File: config.mk
export PLATFORM = sky130hd
export DESIGN_NAME = source_select_crossfade
export DESIGN_NICKNAME = d
export VERILOG_FILES = /design/src/rtl/ssx_pkg.sv /design/src/rtl/ssx_mul.sv /design/src/rtl/ssx_div.sv /design/src/rtl/source_select_crossfade.sv
export SDC_FILE = /design/constraint.sdc
export NUM_CORES = 2
export LEC_CHECK = 0
export BUFFER_PORTS_ARGS = -buffer_cell sky130_fd_sc_hd__buf_2
export CORE_ASPECT_RATIO = 1.2
export CORE_MARGIN = 2
export CORE_UTILIZATION = 60
export CTS_CLUSTER_SIZE = 20
export DETAILED_ROUTE_END_ITERATION = 10
export GPL_TIMING_DRIVEN = 0
export PLACE_DENSITY = 0.77
export RECOVER_POWER = 25
export SYNTH_ARGS = -nofsm -noshare
export SYNTH_HDL_FRONTEND = slang
export SYNTH_SLANG_ARGS = --single-unit
File: constraint.sdc
create_clock -name i_clk -period 22.9 [get_ports i_clk]
set_clock_uncertainty 0.15 [all_clocks]
set_input_delay 2.29 -clock i_clk [delete_from_list [all_inputs] [get_ports i_clk]]
set_output_delay 2.29 -clock i_clk [all_outputs]
set_load 0.005 [all_outputs]
File: src/rtl/ssx_pkg.sv
// ssx_pkg: widths, types and selection codes for the source selector crossfade.
// No dependencies; imported by every module of the block.
package ssx_pkg;

    localparam int NUM_SOURCES = 16;
    localparam int SAMPLE_BITS = 24;
    localparam int FADE_BITS   = 20;
    localparam int GAIN_BITS   = 16;
    localparam int GAIN_SHIFT  = 14;
    localparam int IDX_BITS    = 4;
    localparam int SEL_BITS    = 5;

    localparam logic [SEL_BITS-1:0] SEL_NONE = SEL_BITS'(0);
    localparam logic [SEL_BITS-1:0] SEL_ALL  = SEL_BITS'(17);

    // shared multiplier: signed sample or zero-extended fade value times unsigned weight
    localparam int MUL_A_W = (SAMPLE_BITS > FADE_BITS) ? SAMPLE_BITS : FADE_BITS + 1;
    localparam int MUL_B_W = (GAIN_BITS > FADE_BITS) ? GAIN_BITS : FADE_BITS;
    localparam int MUL_P_W = MUL_A_W + MUL_B_W;

    // serial divider: quotient bits, dividend bits, step counter
    localparam int DIV_Q_W   = (SAMPLE_BITS > FADE_BITS) ? SAMPLE_BITS : FADE_BITS;
    localparam int DIV_N_W   = DIV_Q_W + FADE_BITS;
    localparam int DIV_CNT_W = $clog2(DIV_Q_W + 1);

    localparam int MIX_W = SAMPLE_BITS + 2;

    typedef logic signed [SAMPLE_BITS-1:0] t_sample;
    typedef logic        [FADE_BITS-1:0]   t_fade;
    typedef logic signed [MUL_A_W-1:0]     t_mul_a;
    typedef logic        [MUL_B_W-1:0]     t_mul_b;
    typedef logic signed [MUL_P_W-1:0]     t_prod;
    typedef logic        [DIV_N_W-1:0]     t_dividend;
    typedef logic        [DIV_Q_W-1:0]     t_quot;
    typedef logic signed [MIX_W-1:0]       t_mix;

endpackage

File: src/rtl/ssx_mul.sv
// ssx_mul: shared signed-by-unsigned multiplier with a registered product.
// Depends on ssx_pkg for operand and product types.
module ssx_mul import ssx_pkg::*; (
    input  logic   i_clk,
    input  t_mul_a i_a,
    input  t_mul_b i_b,
    output t_prod  o_p
);

    logic signed [MUL_P_W:0] w_full;
    t_prod                   r_p;

    assign w_full = i_a * $signed({1'b0, i_b});

    always_ff @(posedge i_clk) begin
        r_p <= w_full[MUL_P_W-1:0];
    end

    assign o_p = r_p;

endmodule

File: src/rtl/ssx_div.sv
// ssx_div: restoring divider, one quotient bit per cycle, unsigned operands.
// Depends on ssx_pkg; the dividend's top FADE_BITS must be below the divisor.
module ssx_div import ssx_pkg::*; (
    input  logic      i_clk,
    input  logic      i_rst_n,
    input  logic      i_start,
    input  t_dividend i_dividend,
    input  t_fade     i_divisor,
    output logic      o_done,
    output t_quot     o_quot
);

    logic                 r_busy;
    logic                 r_done;
    logic [DIV_CNT_W-1:0] r_cnt;
    t_fade                r_rem;
    t_fade                r_den;
    t_quot                r_q;

    logic [FADE_BITS:0]   w_trial;
    logic                 w_ge;
    logic [FADE_BITS:0]   w_diff;

    assign w_trial = {r_rem, r_q[DIV_Q_W-1]};
    assign w_ge    = w_trial >= {1'b0, r_den};
    assign w_diff  = w_trial - {1'b0, r_den};

    always_ff @(posedge i_clk) begin
        if (!i_rst_n) begin
            r_busy <= 1'b0;
            r_done <= 1'b0;
            r_cnt  <= '0;
        end else begin
            r_done <= 1'b0;
            if (i_start) begin
                r_busy <= 1'b1;
                r_cnt  <= DIV_CNT_W'(DIV_Q_W);
            end else if (r_busy) begin
                r_cnt <= r_cnt - 1'b1;
                if (r_cnt == DIV_CNT_W'(1)) begin
                    r_busy <= 1'b0;
                    r_done <= 1'b1;
                end
            end
        end
    end

    always_ff @(posedge i_clk) begin
        if (i_start) begin
            r_rem <= i_dividend[DIV_N_W-1:DIV_Q_W];
            r_q   <= i_dividend[DIV_Q_W-1:0];
            r_den <= i_divisor;
        end else if (r_busy) begin
            r_rem <= w_ge ? w_diff[FADE_BITS-1:0] : w_trial[FADE_BITS-1:0];
            r_q   <= {r_q[DIV_Q_W-2:0], w_ge};
        end
    end

    assign o_done = r_done;
    assign o_quot = r_q;

    a_rem_below_den: assert property (@(posedge i_clk) disable iff (!i_rst_n)
        r_busy |-> (r_rem < r_den))
        else $error("divider remainder not below divisor");

    a_done_pulse: assert property (@(posedge i_clk) disable iff (!i_rst_n)
        r_done |=> !r_done)
        else $error("divider done held longer than one cycle");

endmodule

File: src/rtl/source_select_crossfade.sv
// source_select_crossfade: input selector with linear crossfade between two selections.
// Depends on ssx_pkg, ssx_mul (shared multiplier) and ssx_div (serial divider).
//
//   channel | direction | handshake                  | payload
//   in      | to block  | i_in_valid / o_in_stall    | kind, source_index, left/right_in, gain,
//           |           |                            | last_source, new_selection
//   out     | from block| o_out_valid / i_out_stall  | left/right_out, fading, silent
//   cfg     | to block  | i_cfg_we                   | fade_samples
//
// Event: no arithmetic when the latched fade length is zero, else a multiply and serial divide.
// Frame: left and right scaled unless silent; a last frame adds the emit and output steps.
// Last frame while fading: four multiply/divide terms, each through the shared multiplier
// and the serial divider (one quotient bit per cycle).
// Synchronous active-low reset; o_in_stall is high whenever the sequencer is busy.
// A result waits in the output register; the next result stalls input until it drains.
module source_select_crossfade import ssx_pkg::*; (
    input  logic                   i_clk,
    input  logic                   i_rst_n,
    input  logic                   i_in_valid,
    output logic                   o_in_stall,
    input  logic                   i_kind,
    input  logic [IDX_BITS-1:0]    i_source_index,
    input  logic signed [SAMPLE_BITS-1:0] i_left_in,
    input  logic signed [SAMPLE_BITS-1:0] i_right_in,
    input  logic [GAIN_BITS-1:0]   i_gain,
    input  logic                   i_last_source,
    input  logic [SEL_BITS-1:0]    i_new_selection,
    output logic                   o_out_valid,
    input  logic                   i_out_stall,
    output logic signed [SAMPLE_BITS-1:0] o_left_out,
    output logic signed [SAMPLE_BITS-1:0] o_right_out,
    output logic                   o_fading,
    output logic                   o_silent,
    input  logic                   i_cfg_we,
    input  logic [FADE_BITS-1:0]   i_cfg_wdata
);

    localparam logic [3:0] S_IDLE    = 4'd0;
    localparam logic [3:0] S_EV_MUL  = 4'd1;
    localparam logic [3:0] S_EV_DIV  = 4'd2;
    localparam logic [3:0] S_EV_WAIT = 4'd3;
    localparam logic [3:0] S_SC_L    = 4'd4;
    localparam logic [3:0] S_SC_R    = 4'd5;
    localparam logic [3:0] S_SC_DONE = 4'd6;
    localparam logic [3:0] S_EMIT    = 4'd7;
    localparam logic [3:0] S_MX_MUL  = 4'd8;
    localparam logic [3:0] S_MX_DIV  = 4'd9;
    localparam logic [3:0] S_MX_WAIT = 4'd10;
    localparam logic [3:0] S_OUT     = 4'd11;

    function automatic t_sample sat_sample(input t_prod v);
        logic hi_same;
        hi_same = (v[MUL_P_W-1:SAMPLE_BITS-1] == '0) || (v[MUL_P_W-1:SAMPLE_BITS-1] == '1);
        if (hi_same) begin
            sat_sample = v[SAMPLE_BITS-1:0];
        end else if (v[MUL_P_W-1]) begin
            sat_sample = {1'b1, {(SAMPLE_BITS-1){1'b0}}};
        end else begin
            sat_sample = {1'b0, {(SAMPLE_BITS-1){1'b1}}};
        end
    endfunction

    function automatic t_sample route_acc(input logic [SEL_BITS-1:0] sel,
                                          input logic [IDX_BITS-1:0] idx,
                                          input t_sample acc,
                                          input t_sample s);
        logic [SEL_BITS-1:0] tag;
        t_prod               sum;
        tag = SEL_BITS'(idx) + SEL_BITS'(1);
        sum = t_prod'(acc) + t_prod'(s);
        route_acc = acc;
        if (sel == SEL_ALL) begin
            route_acc = sat_sample(sum);
        end else if (sel != SEL_NONE && sel == tag) begin
            route_acc = s;
        end
    endfunction

    logic [3:0]          r_state, n_state;
    t_fade               r_fade_samples, n_fade_samples;
    logic [SEL_BITS-1:0] r_sel, n_sel;
    logic [SEL_BITS-1:0] r_prev_sel, n_prev_sel;
    t_fade               r_count, n_count;
    t_fade               r_fade_max, n_fade_max;
    t_sample             r_sel_acc [2];
    t_sample             n_sel_acc [2];
    t_sample             r_prev_acc [2];
    t_sample             n_prev_acc [2];
    logic                r_out_valid, n_out_valid;

    logic [IDX_BITS-1:0] r_idx, n_idx;
    t_sample             r_left, n_left;
    t_sample             r_right, n_right;
    logic [GAIN_BITS-1:0] r_gain, n_gain;
    logic                r_last, n_last;
    logic                r_silent, n_silent;
    logic                r_fading, n_fading;
    t_fade               r_w0, n_w0;
    t_fade               r_w1, n_w1;
    logic [1:0]          r_term, n_term;
    logic                r_neg, n_neg;
    t_mix                r_mix [2];
    t_mix                n_mix [2];
    t_sample             r_out_left, n_out_left;
    t_sample             r_out_right, n_out_right;
    logic                r_out_fading, n_out_fading;
    logic                r_out_silent, n_out_silent;

    t_mul_a              w_mul_a;
    t_mul_b              w_mul_b;
    t_prod               w_p;
    logic [MUL_P_W-1:0]  w_p_mag;
    logic                w_div_start;
    t_fade               w_divisor;
    logic                w_div_done;
    t_quot               w_quot;
    t_sample             w_scaled;
    t_sample             w_acc_term;
    t_fade               w_cn;
    t_mix                w_q_mag;
    t_mix                w_q_signed;
    logic                w_src_ok;
    logic                w_silent_now;
    logic                w_out_free;

    ssx_mul u_mul (
        .i_clk (i_clk),
        .i_a   (w_mul_a),
        .i_b   (w_mul_b),
        .o_p   (w_p)
    );

    ssx_div u_div (
        .i_clk      (i_clk),
        .i_rst_n    (i_rst_n),
        .i_start    (w_div_start),
        .i_dividend (t_dividend'(w_p_mag)),
        .i_divisor  (w_divisor),
        .o_done     (w_div_done),
        .o_quot     (w_quot)
    );

    assign w_p_mag     = w_p[MUL_P_W-1] ? MUL_P_W'(-w_p) : MUL_P_W'(w_p);
    assign w_div_start = (r_state == S_EV_DIV) || (r_state == S_MX_DIV);
    assign w_divisor   = (r_state == S_EV_DIV) ? r_w1 : r_fade_max;
    assign w_scaled    = sat_sample(w_p >>> GAIN_SHIFT);
    assign w_acc_term  = r_term[1] ? (r_term[0] ? r_prev_acc[1] : r_prev_acc[0])
                                   : (r_term[0] ? r_sel_acc[1]  : r_sel_acc[0]);
    assign w_cn        = (r_count > r_fade_max) ? r_fade_max : r_count;
    assign w_q_mag     = t_mix'(w_quot[SAMPLE_BITS-1:0]);
    assign w_q_signed  = r_neg ? -w_q_mag : w_q_mag;
    assign w_src_ok    = SEL_BITS'(r_idx) < SEL_BITS'(NUM_SOURCES);
    assign w_silent_now = (r_count == '0) && (r_sel == SEL_NONE);
    assign w_out_free  = !r_out_valid || !i_out_stall;

    always_comb begin
        w_mul_a = '0;
        w_mul_b = '0;
        unique case (r_state)
            S_SC_L: begin
                w_mul_a = t_mul_a'(r_left);
                w_mul_b = t_mul_b'(r_gain);
            end
            S_SC_R: begin
                w_mul_a = t_mul_a'(r_right);
                w_mul_b = t_mul_b'(r_gain);
            end
            S_EV_MUL: begin
                w_mul_a = t_mul_a'(r_w0);
                w_mul_b = t_mul_b'(r_fade_max);
            end
            S_MX_MUL: begin
                w_mul_a = t_mul_a'(w_acc_term);
                w_mul_b = t_mul_b'(r_term[1] ? r_w1 : r_w0);
            end
            default: begin
                w_mul_a = '0;
                w_mul_b = '0;
            end
        endcase
    end

    always_comb begin
        n_state        = r_state;
        n_fade_samples = r_fade_samples;
        n_sel          = r_sel;
        n_prev_sel     = r_prev_sel;
        n_count        = r_count;
        n_fade_max     = r_fade_max;
        n_sel_acc      = r_sel_acc;
        n_prev_acc     = r_prev_acc;
        n_out_valid    = r_out_valid;
        n_idx          = r_idx;
        n_left         = r_left;
        n_right        = r_right;
        n_gain         = r_gain;
        n_last         = r_last;
        n_silent       = r_silent;
        n_fading       = r_fading;
        n_w0           = r_w0;
        n_w1           = r_w1;
        n_term         = r_term;
        n_neg          = r_neg;
        n_mix          = r_mix;
        n_out_left     = r_out_left;
        n_out_right    = r_out_right;
        n_out_fading   = r_out_fading;
        n_out_silent   = r_out_silent;

        if (r_out_valid && !i_out_stall) begin
            n_out_valid = 1'b0;
        end
        if (i_cfg_we) begin
            n_fade_samples = i_cfg_wdata;
        end

        unique case (r_state)
            S_IDLE: begin
                if (i_in_valid) begin
                    if (i_kind) begin
                        n_prev_sel = r_sel;
                        n_sel      = (i_new_selection > SEL_ALL) ? SEL_NONE : i_new_selection;
                        n_fade_max = r_fade_samples;
                        if (r_fade_max == '0) begin
                            n_count = r_fade_samples;
                        end else begin
                            n_w0    = (r_count <= r_fade_max) ? r_fade_max - r_count : '0;
                            n_w1    = r_fade_max;
                            n_state = S_EV_MUL;
                        end
                    end else begin
                        n_idx    = i_source_index;
                        n_left   = i_left_in;
                        n_right  = i_right_in;
                        n_gain   = i_gain;
                        n_last   = i_last_source;
                        n_silent = w_silent_now;
                        if (!w_silent_now) begin
                            n_state = S_SC_L;
                        end else if (i_last_source) begin
                            n_state = S_EMIT;
                        end
                    end
                end
            end
            S_EV_MUL: n_state = S_EV_DIV;
            S_EV_DIV: n_state = S_EV_WAIT;
            S_EV_WAIT: begin
                if (w_div_done) begin
                    n_count = w_quot[FADE_BITS-1:0];
                    n_state = S_IDLE;
                end
            end
            S_SC_L: n_state = S_SC_R;
            S_SC_R: begin
                if (w_src_ok) begin
                    n_sel_acc[0] = route_acc(r_sel, r_idx, r_sel_acc[0], w_scaled);
                    if (r_count != '0) begin
                        n_prev_acc[0] = route_acc(r_prev_sel, r_idx, r_prev_acc[0], w_scaled);
                    end
                end
                n_state = S_SC_DONE;
            end
            S_SC_DONE: begin
                if (w_src_ok) begin
                    n_sel_acc[1] = route_acc(r_sel, r_idx, r_sel_acc[1], w_scaled);
                    if (r_count != '0) begin
                        n_prev_acc[1] = route_acc(r_prev_sel, r_idx, r_prev_acc[1], w_scaled);
                    end
                end
                n_state = r_last ? S_EMIT : S_IDLE;
            end
            S_EMIT: begin
                if (r_silent) begin
                    n_mix[0] = '0;
                    n_mix[1] = '0;
                    n_fading = 1'b0;
                    n_state  = S_OUT;
                end else if (r_count == '0 || r_fade_max == '0) begin
                    n_mix[0] = t_mix'(r_sel_acc[0]);
                    n_mix[1] = t_mix'(r_sel_acc[1]);
                    n_fading = 1'b0;
                    n_state  = S_OUT;
                end else begin
                    n_fading = 1'b1;
                    n_w1     = w_cn;
                    n_w0     = r_fade_max - w_cn;
                    n_term   = '0;
                    n_state  = S_MX_MUL;
                end
            end
            S_MX_MUL: n_state = S_MX_DIV;
            S_MX_DIV: begin
                n_neg   = w_p[MUL_P_W-1];
                n_state = S_MX_WAIT;
            end
            S_MX_WAIT: begin
                if (w_div_done) begin
                    if (r_term[0]) begin
                        n_mix[1] = r_term[1] ? r_mix[1] + w_q_signed : w_q_signed;
                    end else begin
                        n_mix[0] = r_term[1] ? r_mix[0] + w_q_signed : w_q_signed;
                    end
                    if (r_term == '1) begin
                        n_state = S_OUT;
                    end else begin
                        n_term  = r_term + 1'b1;
                        n_state = S_MX_MUL;
                    end
                end
            end
            S_OUT: begin
                if (w_out_free) begin
                    n_out_valid   = 1'b1;
                    n_out_left    = sat_sample(t_prod'(r_mix[0]));
                    n_out_right   = sat_sample(t_prod'(r_mix[1]));
                    n_out_fading  = r_fading;
                    n_out_silent  = r_silent;
                    n_count       = r_fading ? r_count - 1'b1 : '0;
                    n_sel_acc[0]  = '0;
                    n_sel_acc[1]  = '0;
                    n_prev_acc[0] = '0;
                    n_prev_acc[1] = '0;
                    n_state       = S_IDLE;
                end
            end
            default: n_state = S_IDLE;
        endcase
    end

    always_ff @(posedge i_clk) begin
        if (!i_rst_n) begin
            r_state        <= S_IDLE;
            r_fade_samples <= '0;
            r_sel          <= SEL_BITS'(1);
            r_prev_sel     <= SEL_BITS'(1);
            r_count        <= '0;
            r_fade_max     <= '0;
            r_sel_acc[0]   <= '0;
            r_sel_acc[1]   <= '0;
            r_prev_acc[0]  <= '0;
            r_prev_acc[1]  <= '0;
            r_out_valid    <= 1'b0;
        end else begin
            r_state        <= n_state;
            r_fade_samples <= n_fade_samples;
            r_sel          <= n_sel;
            r_prev_sel     <= n_prev_sel;
            r_count        <= n_count;
            r_fade_max     <= n_fade_max;
            r_sel_acc      <= n_sel_acc;
            r_prev_acc     <= n_prev_acc;
            r_out_valid    <= n_out_valid;
        end
    end

    always_ff @(posedge i_clk) begin
        r_idx        <= n_idx;
        r_left       <= n_left;
        r_right      <= n_right;
        r_gain       <= n_gain;
        r_last       <= n_last;
        r_silent     <= n_silent;
        r_fading     <= n_fading;
        r_w0         <= n_w0;
        r_w1         <= n_w1;
        r_term       <= n_term;
        r_neg        <= n_neg;
        r_mix        <= n_mix;
        r_out_left   <= n_out_left;
        r_out_right  <= n_out_right;
        r_out_fading <= n_out_fading;
        r_out_silent <= n_out_silent;
    end

    assign o_in_stall  = (r_state != S_IDLE);
    assign o_out_valid = r_out_valid;
    assign o_left_out  = r_out_left;
    assign o_right_out = r_out_right;
    assign o_fading    = r_out_fading;
    assign o_silent    = r_out_silent;

    a_mix_weights: assert property (@(posedge i_clk) disable iff (!i_rst_n)
        (r_state == S_MX_MUL) |-> (r_fade_max != '0 && r_w1 <= r_fade_max))
        else $error("crossfade weights out of range");

    a_rescale_bound: assert property (@(posedge i_clk) disable iff (!i_rst_n)
        (r_state == S_EV_WAIT && w_div_done) |-> (w_quot <= DIV_Q_W'(r_fade_max)))
        else $error("rescaled fade count above fade length");

    a_result_loaded: assert property (@(posedge i_clk) disable iff (!i_rst_n)
        (r_state == S_OUT && w_out_free) |=> (o_out_valid && r_state == S_IDLE))
        else $error("result not loaded into output register");

    a_silent_zero: assert property (@(posedge i_clk) disable iff (!i_rst_n)
        (o_out_valid && o_silent) |-> (o_left_out == '0 && o_right_out == '0 && !o_fading))
        else $error("silent result carries data");

endmodule

# After elaboration in Yosys (flattened, before gate mapping)
# Cells that the tools add are included.
# Widths: inputs -> output; s select.
[word_totals] regBits=502 wordCells=256 input_bits=100
[op_classes] add_sub_neg=15 multipliers=1 reduce_logical=53 magnitude_cmp=4 n_eq_ne=45 n_mux=99 bitwise_logic=3
[ops] cell="$mux 24" count=27
[ops] cell="$mux 20" count=23
[ops] cell="$pmux 24 s2" count=4
[ops] cell="$mux 52" count=3
[ops] cell="$eq 21x21->1 const B" count=7
[ops] cell="$logic_not 21->1" count=7
[ops] cell="$mux 26" count=5
[ops] cell="$pmux 20 s3" count=2
[ops] cell="$pmux 52 s2" count=1
[ops] cell="$add 24x24->25" count=4
[ops] cell="$pmux 24 s4" count=1
[ops] cell="$pmux 20 s2" count=2
[ops] cell="$sub 20x20->20" count=3
[ops] cell="$add 26x26->26" count=2
[ops] cell="$mux 48" count=1
[ops] cell="$pmux 4 s12" count=1
[ops] cell="$mul 24x21->44" count=1
[ops] cell="$mux 44" count=1
[ops] cell="$neg 44->44" count=1
[ops] cell="$logic_not 20->1" count=2
[ops] cell="$mux 4" count=8
[ops] cell="$neg 24->26" count=1
[ops] cell="$ne 2x2->1 const B" count=12
[ops] cell="$ge 21x20->1" count=1
[ops] cell="41 further kinds" count=100

# Logic depth before layout (Yosys ltp)
[logic_depth] word_depth=10 mapped_depth=35 ltp_nobuf=30

# Cells and area by module
# Synthesis repeated with hierarchy kept, for this count alone.
[hier_totals] cells_unflattened=5640 area_unflattened_um2=51281.7
[modules_own_cells] module="source_select_crossfade" instances=1 cells_each=3332 area_each_um2=28668.7
[modules_own_cells] module="ssx_mul" instances=1 cells_each=1930 area_each_um2=18306.3
[modules_own_cells] module="ssx_div" instances=1 cells_each=378 area_each_um2=4306.6

# Worst setup path after synthesis
# No wires, ideal clock.
[synth_timing] path_kind="reg2reg" startpoint="register r_term[1]" endpoint="register u_mul.r_p[36] (netlist: u_mul.o_p[36])" setup_slack_ns=14.514 arrival_ns=8.164 path_buffers=4 setup_ns=0.072 synth_period_minus_slack_ns=8.386 path_stages_with_launch=33 path_cell_list="edfxtp_1 > clkbuf_1 > buf_1 > buf_1 > a21oi_1 > o21ai_0 > clkbuf_1 > nand2_1 > fa_1 > inv_1 > fa_1 > inv_1 > fa_1 > inv_1 > fa_1 > inv_1 > fa_1 > inv_1 > fa_1 > inv_1 > fa_1 > inv_1 > ha_1 > a21oi_1 > o21ai_0 > a31o_1 > a221oi_2 > o21ai_1 > a211o_1 > a21oi_1 > o21ai_1 > a21oi_1 > xnor2_1"
[synth_via] elab_chain_len=3 elab_cells_between_ends=5 classes_between="mul (1); mux (4)"
[synth_lines] element="start: declaration" line_no="source_select_crossfade.sv:100" text="logic [1:0] r_term, n_term;"
[synth_lines] element="start signal: assignment" line_no="source_select_crossfade.sv:367" text="r_term <= n_term;"
[synth_lines] element="$mux 24 / $mux 20 (equally long branches)" line_no="source_select_crossfade.sv:147, source_select_crossfade.sv:174"
[synth_lines] element="$pmux 24 s4 / $pmux 20 s3 (equally long branches)" line_no="source_select_crossfade.sv:159" text="unique case (r_state)"
[synth_lines] element="$mul 24x21->44 *" line_no="ssx_mul.sv:13" text="assign w_full = i_a * $signed({1'b0, i_b});"
[synth_lines] element="via u_mul.w_full[36]" line_no="ssx_mul.sv:10" text="logic signed [MUL_P_W:0] w_full;"
[synth_lines] element="end signal: assignment" line_no="ssx_mul.sv:16" text="r_p <= w_full[MUL_P_W-1:0];"
[synth_lines] element="end: declaration" line_no="ssx_mul.sv:11" text="t_prod r_p;"
# The timed path passes the listed nets; every way through them passes the cells marked *.
# A chain may end at the register's enable or synchronous reset.

# Final worst setup path
[layout_timing] startpoint="register r_term[1]" endpoint="register u_mul.r_p[34] (netlist: u_mul.o_p[34])"
# Same word-level chain as after synthesis.

==> out/qor.txt <==
Worst Hold Endpoint: r_prev_acc[26]
TNS Setup: 0 ps
Longest Clk Path Bufs: 3
Die width: 268 microns
CTS H-tree depth: 2
Hold depth: 2
EDFF count, synth: 280
HP Start: r_prev_acc[26]
CP Class: reg -> reg
Placed Area: 52500 sq um
Initial antenna violation count: 5
Synth cell types: 110
Post-Syn Area per Cell: 8.99 sq um
Startpoint Class: register
Flop-to-flop setup slack: 10650 ps
CP max-delay cell: buf_1
Worst-margin pin slew: 1970 ps
Top cell family by delay on the critical path: adder cells
Iter 0 DRT Violations: 4836
Area contributors post-synth: fa_1 20%, edfxtp_1 17%, dfxtp_1 8.9%
Finish-stage setup viols: 0
Buffers & Inverters on Critical Path: 11
Crit path DAT: 12630 ps
Final instance area: 54300 sq um
CP Capture Type: register
Max-Cap Viols: 3
Crit. path cell count: 32
Crit share post-route: 0.535
Multi-input logic area: 33900 sq um
Vias in the first global route: 43600
Status: finished with violations
I/O pins: 152
PortBufs: 148
Die Y: 321 microns
Wirelength per Cell: 25.5 microns
Clock Sink Count: 502
# rows: 116
Pwr Total: 6.20 mW
DRC: 0
Synth async-reset ratio: 0
Antenna-violating nets left: 0
GPL Wtd Cong: 1.09
Synthesis-stage register bit count: 502
Post-layout util: 0.655
WHS: 326 ps
Hold crit path type: reg -> reg
Share of cells above drive strength 1: 0.0651
PwrDens: 114 nW/um^2
RSZ-0062 raised after global routing: false
Register area: 12900 sq um
R2R cell count: 32
Worst-skew pair later-pin latency: 660 ps
Mapped Nets: 6495
Synthesis-to-layout area growth: 8.48%
# nets final: 6711
First-pass GRT wire length: 263000 microns
Sequential area share after synthesis: 0.257
HPWL after DPL: 142000 microns
Most frequent cells after synthesis: 644 x inv_1, 583 x nand2_1, 555 x nor2_1
CTS Hold Buffers Added: 0
Top cell type by total area after synthesis: fa_1
Peak supply drop: 0.103 mV
Via count: 44400
Gate Count Post-Synth: 5573
CP max FO: 10
Period minus WS final: 12250 ps
Drt total wl: 177000 microns
Failing checks: capacitance limit, slew limit
Worst stage delay on the critical path: 970 ps
Slew HR: -0.311
Total track usage: 0.413
LEAKAGE: 24.0 nW
R2R Path Start: r_term[1]
Initial core utilization: 0.603
Final Hold Fails: 0
Top cell type's share of synthesized area: 0.197
Reg2reg end: u_mul.o_p[34]
Final Max Tran Viols: 72
Vias per cell: 6.38
Mapped Area: 50100 sq um
CTS Buf Count: 54
CTS Root Cell: clkbuf_16
Router iterations before antenna repair: 7
CTS tree: yes
Post-CTS sizing: 0
Fmax: 0.0816 GHz
Yosys Warn Count: 0
Core area: 83000 sq um
Count leader, synth: inv_1
Largest net degree at the start of global routing: 50
Most used DFF post-synth: edfxtp_1
Post-CTS Setup Bufs: 0
Fillers: 7094
Grt ovf: 0
Reg clk slew, reported paths: 70 ps
Die area: 85800 sq um
CP Data Required Time: 23280 ps
flip-flops by register name, indices dropped and copies added (netlist names), 24 cells and up:
| register | cells |
|---|---|
| u_div.o_quot | 24 |
| r_right | 24 |
| o_left_out | 24 |
| r_prev_acc | 48 |
| r_sel_acc | 48 |
| r_left | 24 |
| u_mul.o_p | 44 |
| r_mix | 52 |
| o_right_out | 24 |
worst max path at each step:
stage	from	endpoint	slack, ps
floorplan	r_term[1]	u_mul.o_p[36]	14510
global route	r_term[1]	u_mul.o_p[34]	10370
detailed placement	r_term[1]	u_mul.o_p[34]	11290
finish	r_term[1]	u_mul.o_p[34]	10650
global placement	r_term[1]	u_mul.o_p[36]	11520
CTS	r_term[1]	u_mul.o_p[34]	11220
final cells by class:
cell class	count	share of cell area
Multi-Input combinational cell	4175	0.624
Sequential cell	502	0.236
Inverter	646	0.0446
Clock buffer	71	0.0299
Tap cell	1121	0.0258
Buffer	250	0.0183
Timing Repair Buffer	160	0.0158
Clock inverter	30	0.00543
Antenna cell	1	0.0000460
cells in the final DEF, fill, tap and decap left out, types with 35 or more instances in the layout:
cell	netlist	routed
inv_1	644	644
nand2_1	583	583
nor2_1	555	555
fa_1	494	494
a21oi_1	370	369
ha_1	328	328
edfxtp_1	280	280
clkbuf_1	215	226
o21ai_0	229	226
dfxtp_1	222	222
buf_2	12	154
xnor2_1	147	147
xor2_1	132	132
a21o_1	116	116
nand3_1	98	98
mux2i_1	85	85
o21ai_1	75	75
o21a_1	71	71
a32o_1	67	67
nor3_1	67	66
clkbuf_16	0	60
nand2b_1	47	47
a211oi_1	47	47
and2_1	44	44
o31ai_1	44	44
nor2b_1	41	41
mux2_2	37	37
o21bai_1	35	35
worst min-delay path, delay by kind of cell (launching register included):
kind | cells | cell delay [ps]
flops | 1 | 330
simple gates | 1 | 60
compound gates | 1 | 50
metrics by stage:
| step | std cells | worst slack (ps) |
|---|---|---|
| 2_1_floorplan | 5573 | 14510 |
| 3_3_place_gp | 6842 | 11520 |
| 3_5_place_dp | 6854 | 11290 |
| 4_1_cts | 6955 | 11220 |
| 5_1_grt | 6955 | 10370 |
| 6_report | 6956 | 10650 |
cell families (layout without fill, tap and decap cells):
logic type | count (synthesis) | after routing | share of synthesized area
XOR/XNOR | 279 | 279 | 0.0488
AO/OA/AOI/OAI | 1341 | 1341 | 0.178
buffers and inverters | 896 | 1157 | 0.0683
AND/OR/NAND/NOR | 1604 | 1604 | 0.141
adder cells (fa/ha/maj) | 822 | 822 | 0.279
flip-flops | 502 | 502 | 0.257
multiplexers | 129 | 129 | 0.0280
other | 0 | 1 | 0
where the power goes:
part / total (mW) / switching [mW] / leakage (nW) / internal [mW]
clock network: 0.951 / 0.412 / 0.943 / 0.539
logic: 4.02 / 2.69 / 18.8 / 1.33
registers: 1.23 / 0.124 / 4.28 / 1.10
total: 6.20 / 3.23 / 24.0 / 2.97
layer usage:
layer | vias to the layer above | wire length, microns | global-route usage
met2 | 2708 | 78700 | 0.649
met4 | 6 | 17400 | 0.330
met1 | 21300 | 62400 | 0.483
met3 | 804 | 18600 | 0.0983
li1 | 19600 | - | -
met5 | - | 46 | 0
Note: power is estimated with default switching activity, not from simulation.
